==> config.mk <==
export PLATFORM = sky130hd
export DESIGN_NAME = signed_int_to_ascii_radix_unit
export DESIGN_NICKNAME = d
export VERILOG_FILES = /design/src/rtl/core/sitar_pkg.sv /design/src/rtl/core/signed_int_to_ascii_radix_unit.sv /design/src/rtl/core/sitar_conv.sv /design/src/rtl/core/sitar_ctrl.sv
export SDC_FILE = /design/constraint.sdc
export NUM_CORES = 1
export LEC_CHECK = 0
export ABC_AREA = 1
export BUFFER_PORTS_ARGS = -buffer_cell sky130_fd_sc_hd__buf_2
export CORE_MARGIN = 2
export CORE_UTILIZATION = 35
export CTS_CLUSTER_DIAMETER = 150
export DETAILED_ROUTE_END_ITERATION = 12
export PLACE_DENSITY_LB_ADDON = 0.1
export RECOVER_POWER = 25
export SLEW_MARGIN = 20
export SYNTH_ARGS = -nofsm -noshare
export SYNTH_HDL_FRONTEND = slang
export SYNTH_SLANG_ARGS = --single-unit
==> constraint.sdc <==
create_clock -name clk -period 10 [get_ports clk]
set_clock_uncertainty 0.2 [all_clocks]
set_input_delay 1.5 -clock clk [delete_from_list [all_inputs] [get_ports clk]]
set_output_delay 1.5 -clock clk [all_outputs]
set_load 0.02 [all_outputs]
==> src/rtl/core/sitar_pkg.sv <==
// Shared types, constants and helpers of the radix text unit.
`timescale 1ns / 1ps

package sitar_pkg;

	localparam int VALUE_WIDTH_DEF = 32;

	typedef enum logic [1:0] {
		RADIX_BIN = 2'd0,
		RADIX_OCT = 2'd1,
		RADIX_DEC = 2'd2,
		RADIX_HEX = 2'd3
	} radix_t;

	localparam radix_t RADIX_RESET = RADIX_DEC;

	localparam logic [7:0] CH_ZERO  = 8'h30;
	localparam logic [7:0] CH_MINUS = 8'h2D;
	localparam logic [7:0] HEX_GAP  = 8'd7;
	localparam logic [3:0] DEC_MAX  = 4'd9;

	typedef struct packed {
		logic load;
		logic dec;
		logic step;
	} conv_cmd_t;

	function automatic logic [7:0] digit_char(logic [3:0] d);
		logic [7:0] c;
		c = CH_ZERO + {4'd0, d};
		if (d > DEC_MAX) c = c + HEX_GAP;
		return c;
	endfunction

endpackage

==> src/rtl/core/signed_int_to_ascii_radix_unit.sv <==
// Top level of the signed integer to ASCII text unit.
//
//  channel | signals                          | direction
//  --------+----------------------------------+----------
//  input   | in_valid, in_stall, value        | in
//  output  | out_valid, out_stall, character, | out
//          | last                             |
//  config  | cfg_we, cfg_wdata                | in
//
// One number at a time; in_stall is high from the accepting edge until the last
// character has been loaded into the output register.
// Per number: a load, then shift/add-3 steps on the digit buffer for decimal only,
// a skip over leading zero digits, a minus sign if negative and one character per digit.
// Output stall holds the output register and pauses the sequencer in its sign and emit states.
// Reset clears the sequencer and sets the radix to decimal.
`timescale 1ns / 1ps

module signed_int_to_ascii_radix_unit import sitar_pkg::*; #(
	parameter int VALUE_WIDTH = VALUE_WIDTH_DEF
) (
	input  logic                          clk,
	input  logic                          arst_n,
	input  logic                          in_valid,
	output logic                          in_stall,
	input  logic signed [VALUE_WIDTH-1:0] value,
	output logic                          out_valid,
	input  logic                          out_stall,
	output logic [7:0]                    character,
	output logic                          last,
	input  logic                          cfg_we,
	input  logic [1:0]                    cfg_wdata
);

	localparam int IW = $clog2(VALUE_WIDTH);

	radix_t                 radix_q;
	conv_cmd_t              cmd;
	logic [VALUE_WIDTH-1:0] mag;
	logic [IW-1:0]          idx;
	logic [3:0]             digit;

	always_ff @(posedge clk or negedge arst_n) begin
		if (!arst_n) begin
			radix_q <= RADIX_RESET;
		end else if (cfg_we) begin
			radix_q <= radix_t'(cfg_wdata);
		end
	end

	sitar_ctrl #(.VALUE_WIDTH(VALUE_WIDTH)) u_ctrl (
		.clk       (clk),
		.arst_n    (arst_n),
		.in_valid  (in_valid),
		.in_stall  (in_stall),
		.value     (value),
		.out_valid (out_valid),
		.out_stall (out_stall),
		.character (character),
		.last      (last),
		.radix     (radix_q),
		.cmd       (cmd),
		.mag       (mag),
		.idx       (idx),
		.digit     (digit)
	);

	sitar_conv #(.VALUE_WIDTH(VALUE_WIDTH)) u_conv (
		.clk   (clk),
		.cmd   (cmd),
		.mag   (mag),
		.radix (radix_q),
		.idx   (idx),
		.digit (digit)
	);

endmodule

==> src/rtl/core/sitar_conv.sv <==
// Digit buffer with the shared shift and add-3 unit and the digit selector.
`timescale 1ns / 1ps

module sitar_conv import sitar_pkg::*; #(
	parameter int VALUE_WIDTH = VALUE_WIDTH_DEF
) (
	input  logic                             clk,
	input  conv_cmd_t                        cmd,
	input  logic [VALUE_WIDTH-1:0]           mag,
	input  radix_t                           radix,
	input  logic [$clog2(VALUE_WIDTH)-1:0]   idx,
	output logic [3:0]                       digit
);

	localparam int NDEC = VALUE_WIDTH / 3 + 1;
	localparam int DW   = 4 * NDEC;
	localparam int IW   = $clog2(VALUE_WIDTH);
	localparam int SW   = IW + 2;

	logic [DW-1:0]          dig_q;
	logic [VALUE_WIDTH-1:0] sh_q;
	logic [DW-1:0]          adj;
	logic [SW-1:0]          sel_sh;
	logic [DW-1:0]          shifted;

	always_comb begin
		for (int i = 0; i < NDEC; i++) begin
			if (dig_q[i*4 +: 4] >= 4'd5) begin
				adj[i*4 +: 4] = dig_q[i*4 +: 4] + 4'd3;
			end else begin
				adj[i*4 +: 4] = dig_q[i*4 +: 4];
			end
		end
	end

	always_ff @(posedge clk) begin
		if (cmd.load) begin
			sh_q  <= mag;
			dig_q <= cmd.dec ? '0 : DW'(mag);
		end else if (cmd.step) begin
			dig_q <= {adj[DW-2:0], sh_q[VALUE_WIDTH-1]};
			sh_q  <= {sh_q[VALUE_WIDTH-2:0], 1'b0};
		end
	end

	always_comb begin
		case (radix)
			RADIX_BIN: sel_sh = SW'(idx);
			RADIX_OCT: sel_sh = SW'({idx, 1'b0}) + SW'(idx);
			default:   sel_sh = SW'({idx, 2'b00});
		endcase
		shifted = dig_q >> sel_sh;
		case (radix)
			RADIX_BIN: digit = {3'd0, shifted[0]};
			RADIX_OCT: digit = {1'b0, shifted[2:0]};
			default:   digit = shifted[3:0];
		endcase
	end

endmodule

==> src/rtl/core/sitar_ctrl.sv <==
// Sequencer: sign and magnitude, conversion steps, zero skip and the output register.
`timescale 1ns / 1ps

module sitar_ctrl import sitar_pkg::*; #(
	parameter int VALUE_WIDTH = VALUE_WIDTH_DEF
) (
	input  logic                                clk,
	input  logic                                arst_n,
	input  logic                                in_valid,
	output logic                                in_stall,
	input  logic signed [VALUE_WIDTH-1:0]       value,
	output logic                                out_valid,
	input  logic                                out_stall,
	output logic [7:0]                          character,
	output logic                                last,
	input  radix_t                              radix,
	output conv_cmd_t                           cmd,
	output logic [VALUE_WIDTH-1:0]              mag,
	output logic [$clog2(VALUE_WIDTH)-1:0]      idx,
	input  logic [3:0]                          digit
);

	localparam int IW   = $clog2(VALUE_WIDTH);
	localparam int NOCT = (VALUE_WIDTH + 2) / 3;
	localparam int NDEC = VALUE_WIDTH / 3 + 1;
	localparam int NHEX = (VALUE_WIDTH + 3) / 4;

	typedef enum logic [4:0] {
		ST_IDLE = 5'b00001,
		ST_DABB = 5'b00010,
		ST_SKIP = 5'b00100,
		ST_SIGN = 5'b01000,
		ST_EMIT = 5'b10000
	} state_t;

	state_t                 state_q, state_d;
	logic [IW-1:0]          idx_q, idx_d;
	logic [IW-1:0]          cnt_q, cnt_d;
	logic                   neg_q, neg_d;
	logic                   ov_q, ov_d;
	logic [7:0]             ch_q, ch_d;
	logic                   last_q, last_d;
	logic [VALUE_WIDTH-1:0] val_u;
	logic [IW-1:0]          top_idx;
	logic                   out_free;

	assign val_u = value;
	assign mag   = val_u[VALUE_WIDTH-1] ? VALUE_WIDTH'(~val_u + 1'b1) : val_u;

	always_comb begin
		case (radix)
			RADIX_BIN: top_idx = IW'(VALUE_WIDTH - 1);
			RADIX_OCT: top_idx = IW'(NOCT - 1);
			RADIX_HEX: top_idx = IW'(NHEX - 1);
			default:   top_idx = IW'(NDEC - 1);
		endcase
	end

	assign out_free = !ov_q || !out_stall;
	assign in_stall = (state_q != ST_IDLE);

	assign cmd.load = (state_q == ST_IDLE) && in_valid;
	assign cmd.dec  = (radix == RADIX_DEC);
	assign cmd.step = (state_q == ST_DABB);

	always_comb begin
		state_d = state_q;
		idx_d   = idx_q;
		cnt_d   = cnt_q;
		neg_d   = neg_q;
		ov_d    = ov_q && out_stall;
		ch_d    = ch_q;
		last_d  = last_q;
		case (state_q)
			ST_IDLE: begin
				if (in_valid) begin
					neg_d   = val_u[VALUE_WIDTH-1];
					idx_d   = top_idx;
					cnt_d   = IW'(VALUE_WIDTH - 1);
					state_d = (radix == RADIX_DEC) ? ST_DABB : ST_SKIP;
				end
			end
			ST_DABB: begin
				cnt_d = cnt_q - 1'b1;
				if (cnt_q == '0) state_d = ST_SKIP;
			end
			ST_SKIP: begin
				if (digit == 4'd0 && idx_q != '0) begin
					idx_d = idx_q - 1'b1;
				end else begin
					state_d = neg_q ? ST_SIGN : ST_EMIT;
				end
			end
			ST_SIGN: begin
				if (out_free) begin
					ov_d    = 1'b1;
					ch_d    = CH_MINUS;
					last_d  = 1'b0;
					state_d = ST_EMIT;
				end
			end
			ST_EMIT: begin
				if (out_free) begin
					ov_d   = 1'b1;
					ch_d   = digit_char(digit);
					last_d = (idx_q == '0);
					if (idx_q == '0) begin
						state_d = ST_IDLE;
					end else begin
						idx_d = idx_q - 1'b1;
					end
				end
			end
			default: state_d = ST_IDLE;
		endcase
	end

	always_ff @(posedge clk or negedge arst_n) begin
		if (!arst_n) begin
			state_q <= ST_IDLE;
			idx_q   <= '0;
			cnt_q   <= '0;
			neg_q   <= 1'b0;
			ov_q    <= 1'b0;
		end else begin
			state_q <= state_d;
			idx_q   <= idx_d;
			cnt_q   <= cnt_d;
			neg_q   <= neg_d;
			ov_q    <= ov_d;
		end
	end

	always_ff @(posedge clk) begin
		ch_q   <= ch_d;
		last_q <= last_d;
	end

	assign idx       = idx_q;
	assign out_valid = ov_q;
	assign character = ch_q;
	assign last      = last_q;

endmodule

* Word level (Yosys, flattened, before mapping) *
Index checks and enable logic that the tools add are counted.
Widths: inputs -> output; s select.

word-level totals
  input bits = 39
  output and inout bits = 11
  register bits after elaboration = 104
  logic and storage cells = 124

cells by class
  add/subtract/negate cells = 17
  equal/unequal tests = 17
  shifts and indexed selects = 1
  $lt $le $gt $ge = 12
  bitwise operators = 1
  muxes and demuxes = 45
  reduce and logical (&&, ||, !) cells = 21

operators with widths
  kind                   number
  $mux 32                4
  $mux 44                2
  $mux 5                 12
  $ge 4x3->1 const B     11
  $shr 44x7->4           1
  $add 4x2->4 const B    10
  $mux 4                 10
  $add 32x1->32 const B  1
  $not 32->32            1
  $pmux 5 s5             1
  $mux 8                 3
  $pmux 5 s2             2
  $pmux 8 s2             1
  $pmux 5 s3             1
  $pmux 7 s2             1
  $logic_not 5->1        2
  $ne 2x1->1 const B     5
  $sub 5x1->5 const B    2
  $add 8x3->8 const B    1
  $pmux 4 s2             1
  $add 6x4->7 const A    1
  $add 6x5->7            1
  $mux 3                 2
  $ne 2x2->1 const B     3
  other kinds (25)       35

* Logic depth before layout (Yosys ltp) *
  depth after elaboration = 9
  depth in mapped cells = 25
  gate-level depth less buffers = 22

* By module *
Synthesis repeated with hierarchy kept, for this count alone.

unflattened totals
  cell total of the unflattened synthesis = 1230
  area total of the unflattened synthesis = 8491.9 um^2

modules (own cells, without submodules)
  module                          times used  cells an instance  sequential area each (um^2)  area an instance (um^2)
  sitar_conv                      1           829                2282.2                       5871.9
  sitar_ctrl                      1           392                666.9                        2542.4
  signed_int_to_ascii_radix_unit  1           9                  51.3                         77.6

* Worst setup path before layout *
Ideal clock, no wire load.

  kind = input-to-reg
  from = input port in_valid
  to = register u_ctrl.cnt_q[4]
  arrival = 4143 ps
  cell stages on the path = 7
  required time = 9711 ps
  buffers on the path = 1
  path slack = 5568 ps
  library setup time = 89 ps
  cell sequence = inv_1 nor2_2 inv_1 clkbuf_1 nand2_1 inv_1 a32oi_1

on the way
  cells in the longest elaborated chain, start to end = 2

ends and longest elaborated chain
  what                               RTL line                              RTL
  start, declared                    signed_int_to_ascii_radix_unit.sv:23  input logic in_valid,
  $ne 2x2->1 (no source line)        -
  $reduce_and 2->1 (no source line)  -
  end signal, assigned               sitar_ctrl.sv:128                     cnt_q <= cnt_d;
  end, declared                      sitar_ctrl.sv:38                      logic [IW-1:0] cnt_q, cnt_d;

Every way passes these cells.
A chain may end at the register's enable or synchronous reset.

* Final worst setup path *
  from = input port in_valid
  to = register u_conv.dig_q[39] (enable)

on the way
  cells in the longest elaborated chain, start to end = 2

ends and longest elaborated chain
  what                                RTL line          RTL
  $logic_and 1x1->1                   sitar_ctrl.sv:62  assign cmd.load = (state_q == ST_IDLE) && in_valid;
  $reduce_bool 2->1 (no source line)  -
  end signal, assigned                sitar_conv.sv:39  dig_q <= cmd.dec ? '0 : DW'(mag);
  end signal, assigned                sitar_conv.sv:41  dig_q <= {adj[DW-2:0], sh_q[VALUE_WIDTH-1]};
  end, declared                       sitar_conv.sv:20  logic [DW-1:0] dig_q;

Every way passes these cells.

==> results by group <==
Status
  – Status: finished, violations left
  – Violated checks: capacitance limit, slew limit

Worst setup path
  – Reg2Reg Depth: 9
  – Critical path peak fanout: 55
  – Worst Path Required: 9.79 ns
  – Setup crit start: in_valid
  – Crit end category: flop
  – Worst Setup Path Type: in2reg
  – RR Endpoint: u_conv.dig_q[39]
  – Reg2Reg Launch Point: u_ctrl.state_q[3]
  – Worst Path Arrival: between 5 and 6 ns
  – Worst setup path end: u_conv.dig_q[39]
  – Reg2reg setup slack: roughly 4.9 ns
  – Setup crit start kind: input port

Clock tree
  – CTS tree: built
  – CTS H-tree lvls: 3
  – Postcts setup bufs: 0
  – Clock buffer depth: 2
  – PostCTS Resize Cnt: 0
  – Clk pin slew, worst setup/hold paths: around 0.08 ns
  – Post-CTS Hold Buffers: 0
  – CTS root buf: clkbuf_16
  – Clk sinks: a little over 100
  – Cts bufs inserted: 9
  – Clock Latency Late Sink: ~0.36 ns

Floorplan
  – Chip height: 159.1 um
  – I/O Pins: 50
  – Rows: 56
  – Die area: 25310 sq um
  – Starting density of the core: 0.3576
  – Horiz. Die Dim: 159.1 um
  – Core area: roughly 24000 sq um

Synth
  – Syn_area_per_cell: about 7 sq um
  – Compound-Gate Fraction of Synth Area: 0.1283
  – Area share of fa/ha/maj cells after synthesis: 0.06777
  – Seq/Total Area, Yosys: 0.3564
  – Top_reg_cell synth: edfxtp_1
  – Syn Inst Count: 1182
  – Largest family of logic cells by synthesized area: simple AND/OR/NAND/NOR gates
  – Mux cell area share after synthesis: 0
  – Cell Area, Synth: 8419 sq um
  – Number of synthesized flops with an enable pin: between 80 and 90
  – Synth warn: 0
  – Ys async rst share: 0.1845
  – Synth Area in XOR/XNOR: 0.01664
  – Synth Net Count: around 1300
  – Post-synthesis register bit count: 103
  – Distinct cells, synth: 52
  – Post-Synth Simple-Gate Area: 0.3284

STA
  – Final hold viol count: 0
  – Rel. slew slack: -0.3597
  – Minimum clock period: 5.360 ns
  – Fmax: 186.6 MHz
  – Slew Limit Fails: 37
  – WHS: between 0.3 and 0.4 ns
  – Actual slew at the worst max-slew pin: 2.040 ns
  – Final clock period utilization by the worst path: 0.5360
  – RSZ-0062 raised after global routing: no
  – Post-route setup TNS: 0 ns
  – # setup viols final: 0

GRT
  – Gr ovfl total: 0
  – Number of global-route vias before repair: 7165
  – First-pass GRT wire length: 36870 um
  – Largest net degree at the start of global routing: 76
  – Initial antenna violation count: 0
  – Global-route usage over all layers: 0.1752

Detailed routing
  – Initial DRT Pass Iterations: 5
  – Final WL: 22080 um
  – Post-DR vias/cell: 5.087
  – Via count: approximately 7800
  – Post-route antenna net violation count: 0
  – 1st-iter DRT viols: around 500
  – Wire length per cell: 14.48 um
  – DRC Markers: 0

Placed design
  – IO buf count: 48
  – GPL Wtd Cong: 0.7939
  – Dpl hpwl: 15710 um

Final layout
  – Most common cell after layout, fill and taps aside: nand2_1
  – Layout cell share with drive strength beyond 1: 0.06971
  – Final net count: 1284
  – Layout fillers: 2577
  – End-of-flow core utilization: 0.3853
  – Commonest non-fill, non-tap cells in the layout: nand2_1 (324), nand3_1 (185), inv_1 (145)
  – Synthesis-to-layout area growth: 7.728%
  – N_diodes: 0

Pwr
  – Leak: 4.287 nW
  – VDD IR max: a little over 100 uV
  – Pwr Density: ~350 nW/um^2

Run
  – Max Cap Viol: 1

Hold path
  – Hold Path Class: reg2reg
-- worst min-delay path by stage --
stage	from	to	slack (ns)	cells after the start
after floorplan	u_conv.sh_q[25]	u_conv.sh_q[26]	0.29	2
after global placement	u_conv.sh_q[28]	u_conv.sh_q[29]	0.30	2
after detailed placement	u_conv.sh_q[21]	u_conv.sh_q[22]	0.31	2
after CTS	u_conv.sh_q[21]	u_conv.sh_q[22]	0.33	2
after global routing	u_conv.sh_q[17]	u_conv.sh_q[18]	0.34	2
final	u_conv.sh_q[17]	u_conv.sh_q[18]	0.32	2
-- sequential cells by signal, summed over array words and instances, names as in the netlist --
register,flops
u_ctrl.cnt_q,5
u_conv.sh_q,32
u_ctrl.neg_q,1
u_ctrl.state_q,5
u_conv.dig_q,44
u_ctrl.last,1
u_ctrl.out_valid,1
u_ctrl.idx,5
radix_q,2
u_ctrl.character,7
-- logic make-up after synthesis --
kind of cell,Yosys count
simple gates,631
buf+inv,197
compound gates,189
flops,103
fa+ha+maj,45
xor+xnor,16
other cells,1
-- power by group --
group / switching [mW] / leakage [nW] / internal, mW
Sequential: 0.147 / 1.02 / 0.797
Combinational: 1.22 / 3.13 / 0.619
Clock: 0.187 / 0.144 / 0.177
Total: 1.56 / 4.29 / 1.59
-- cell usage after synthesis (all sizes together) (4+ instances only) --
library cell  instances  area [sq um]
a21oi                43         219.0
o32ai                 7         61.31
o211ai                9         67.56
inv                 152         570.6
nor3                 13         70.07
nor2                 70         275.3
dfrtp                17         425.4
nand3               187         945.9
o22ai                15         93.84
a21o                  4         30.03
xor2                 14         122.6
nand2               334          1294
o21ai                95         479.2
nand4                16         106.4
edfxtp               84          2522
clkbuf               16         60.06
ha                   44         550.5
buf                  29         229.0
-- worst max-delay path, cell delays in order --
cell      delay [ns]
clkbuf_1        0.09
inv_1           0.05
nor2_1          0.09
clkbuf_1        1.46
clkinv_1        0.30
nand2_1         0.85
buf_4           0.74
-- layer usage --
layer  wire [um]  GRT usage  vias to the layer above
met5           0          0                        -
met4         227    0.03760                        0
met3         696    0.02162                       18
met2        9725     0.2781                      146
met1       11430     0.2556                     3591
li1            -          -                     3997
-- layout make-up --
class                      count  area [sq um]  area share
timing repair buffer          52         251.5     0.02773
clock inverter                 6         62.56    0.006898
inverter                     152         570.5     0.06291
multi-input combinational    882          4557      0.5024
sequential                   103          3000      0.3308
clock buffer                  10         229.0     0.02524
tap                          319         399.1     0.04401
-- through the flow --
| stage | instance area (sq um) | power, mW | std cells | setup WS, ns |
|---|---|---|---|---|
| finish | 9070 | 3.152 | 1524 | 4.640 |
| global route | 9070 | 3.515 | 1524 | 4.145 |
| CTS | 9099 | 3.189 | 1524 | 5.465 |
| detailed placement | 8807 | 2.805 | 1508 | 5.506 |
| global placement | 8807 | 2.813 | 1508 | 5.471 |
| floorplan | 8419 | 2.416 | 1182 | 5.568 |
Note: power is estimated with default switching activity, not from simulation.
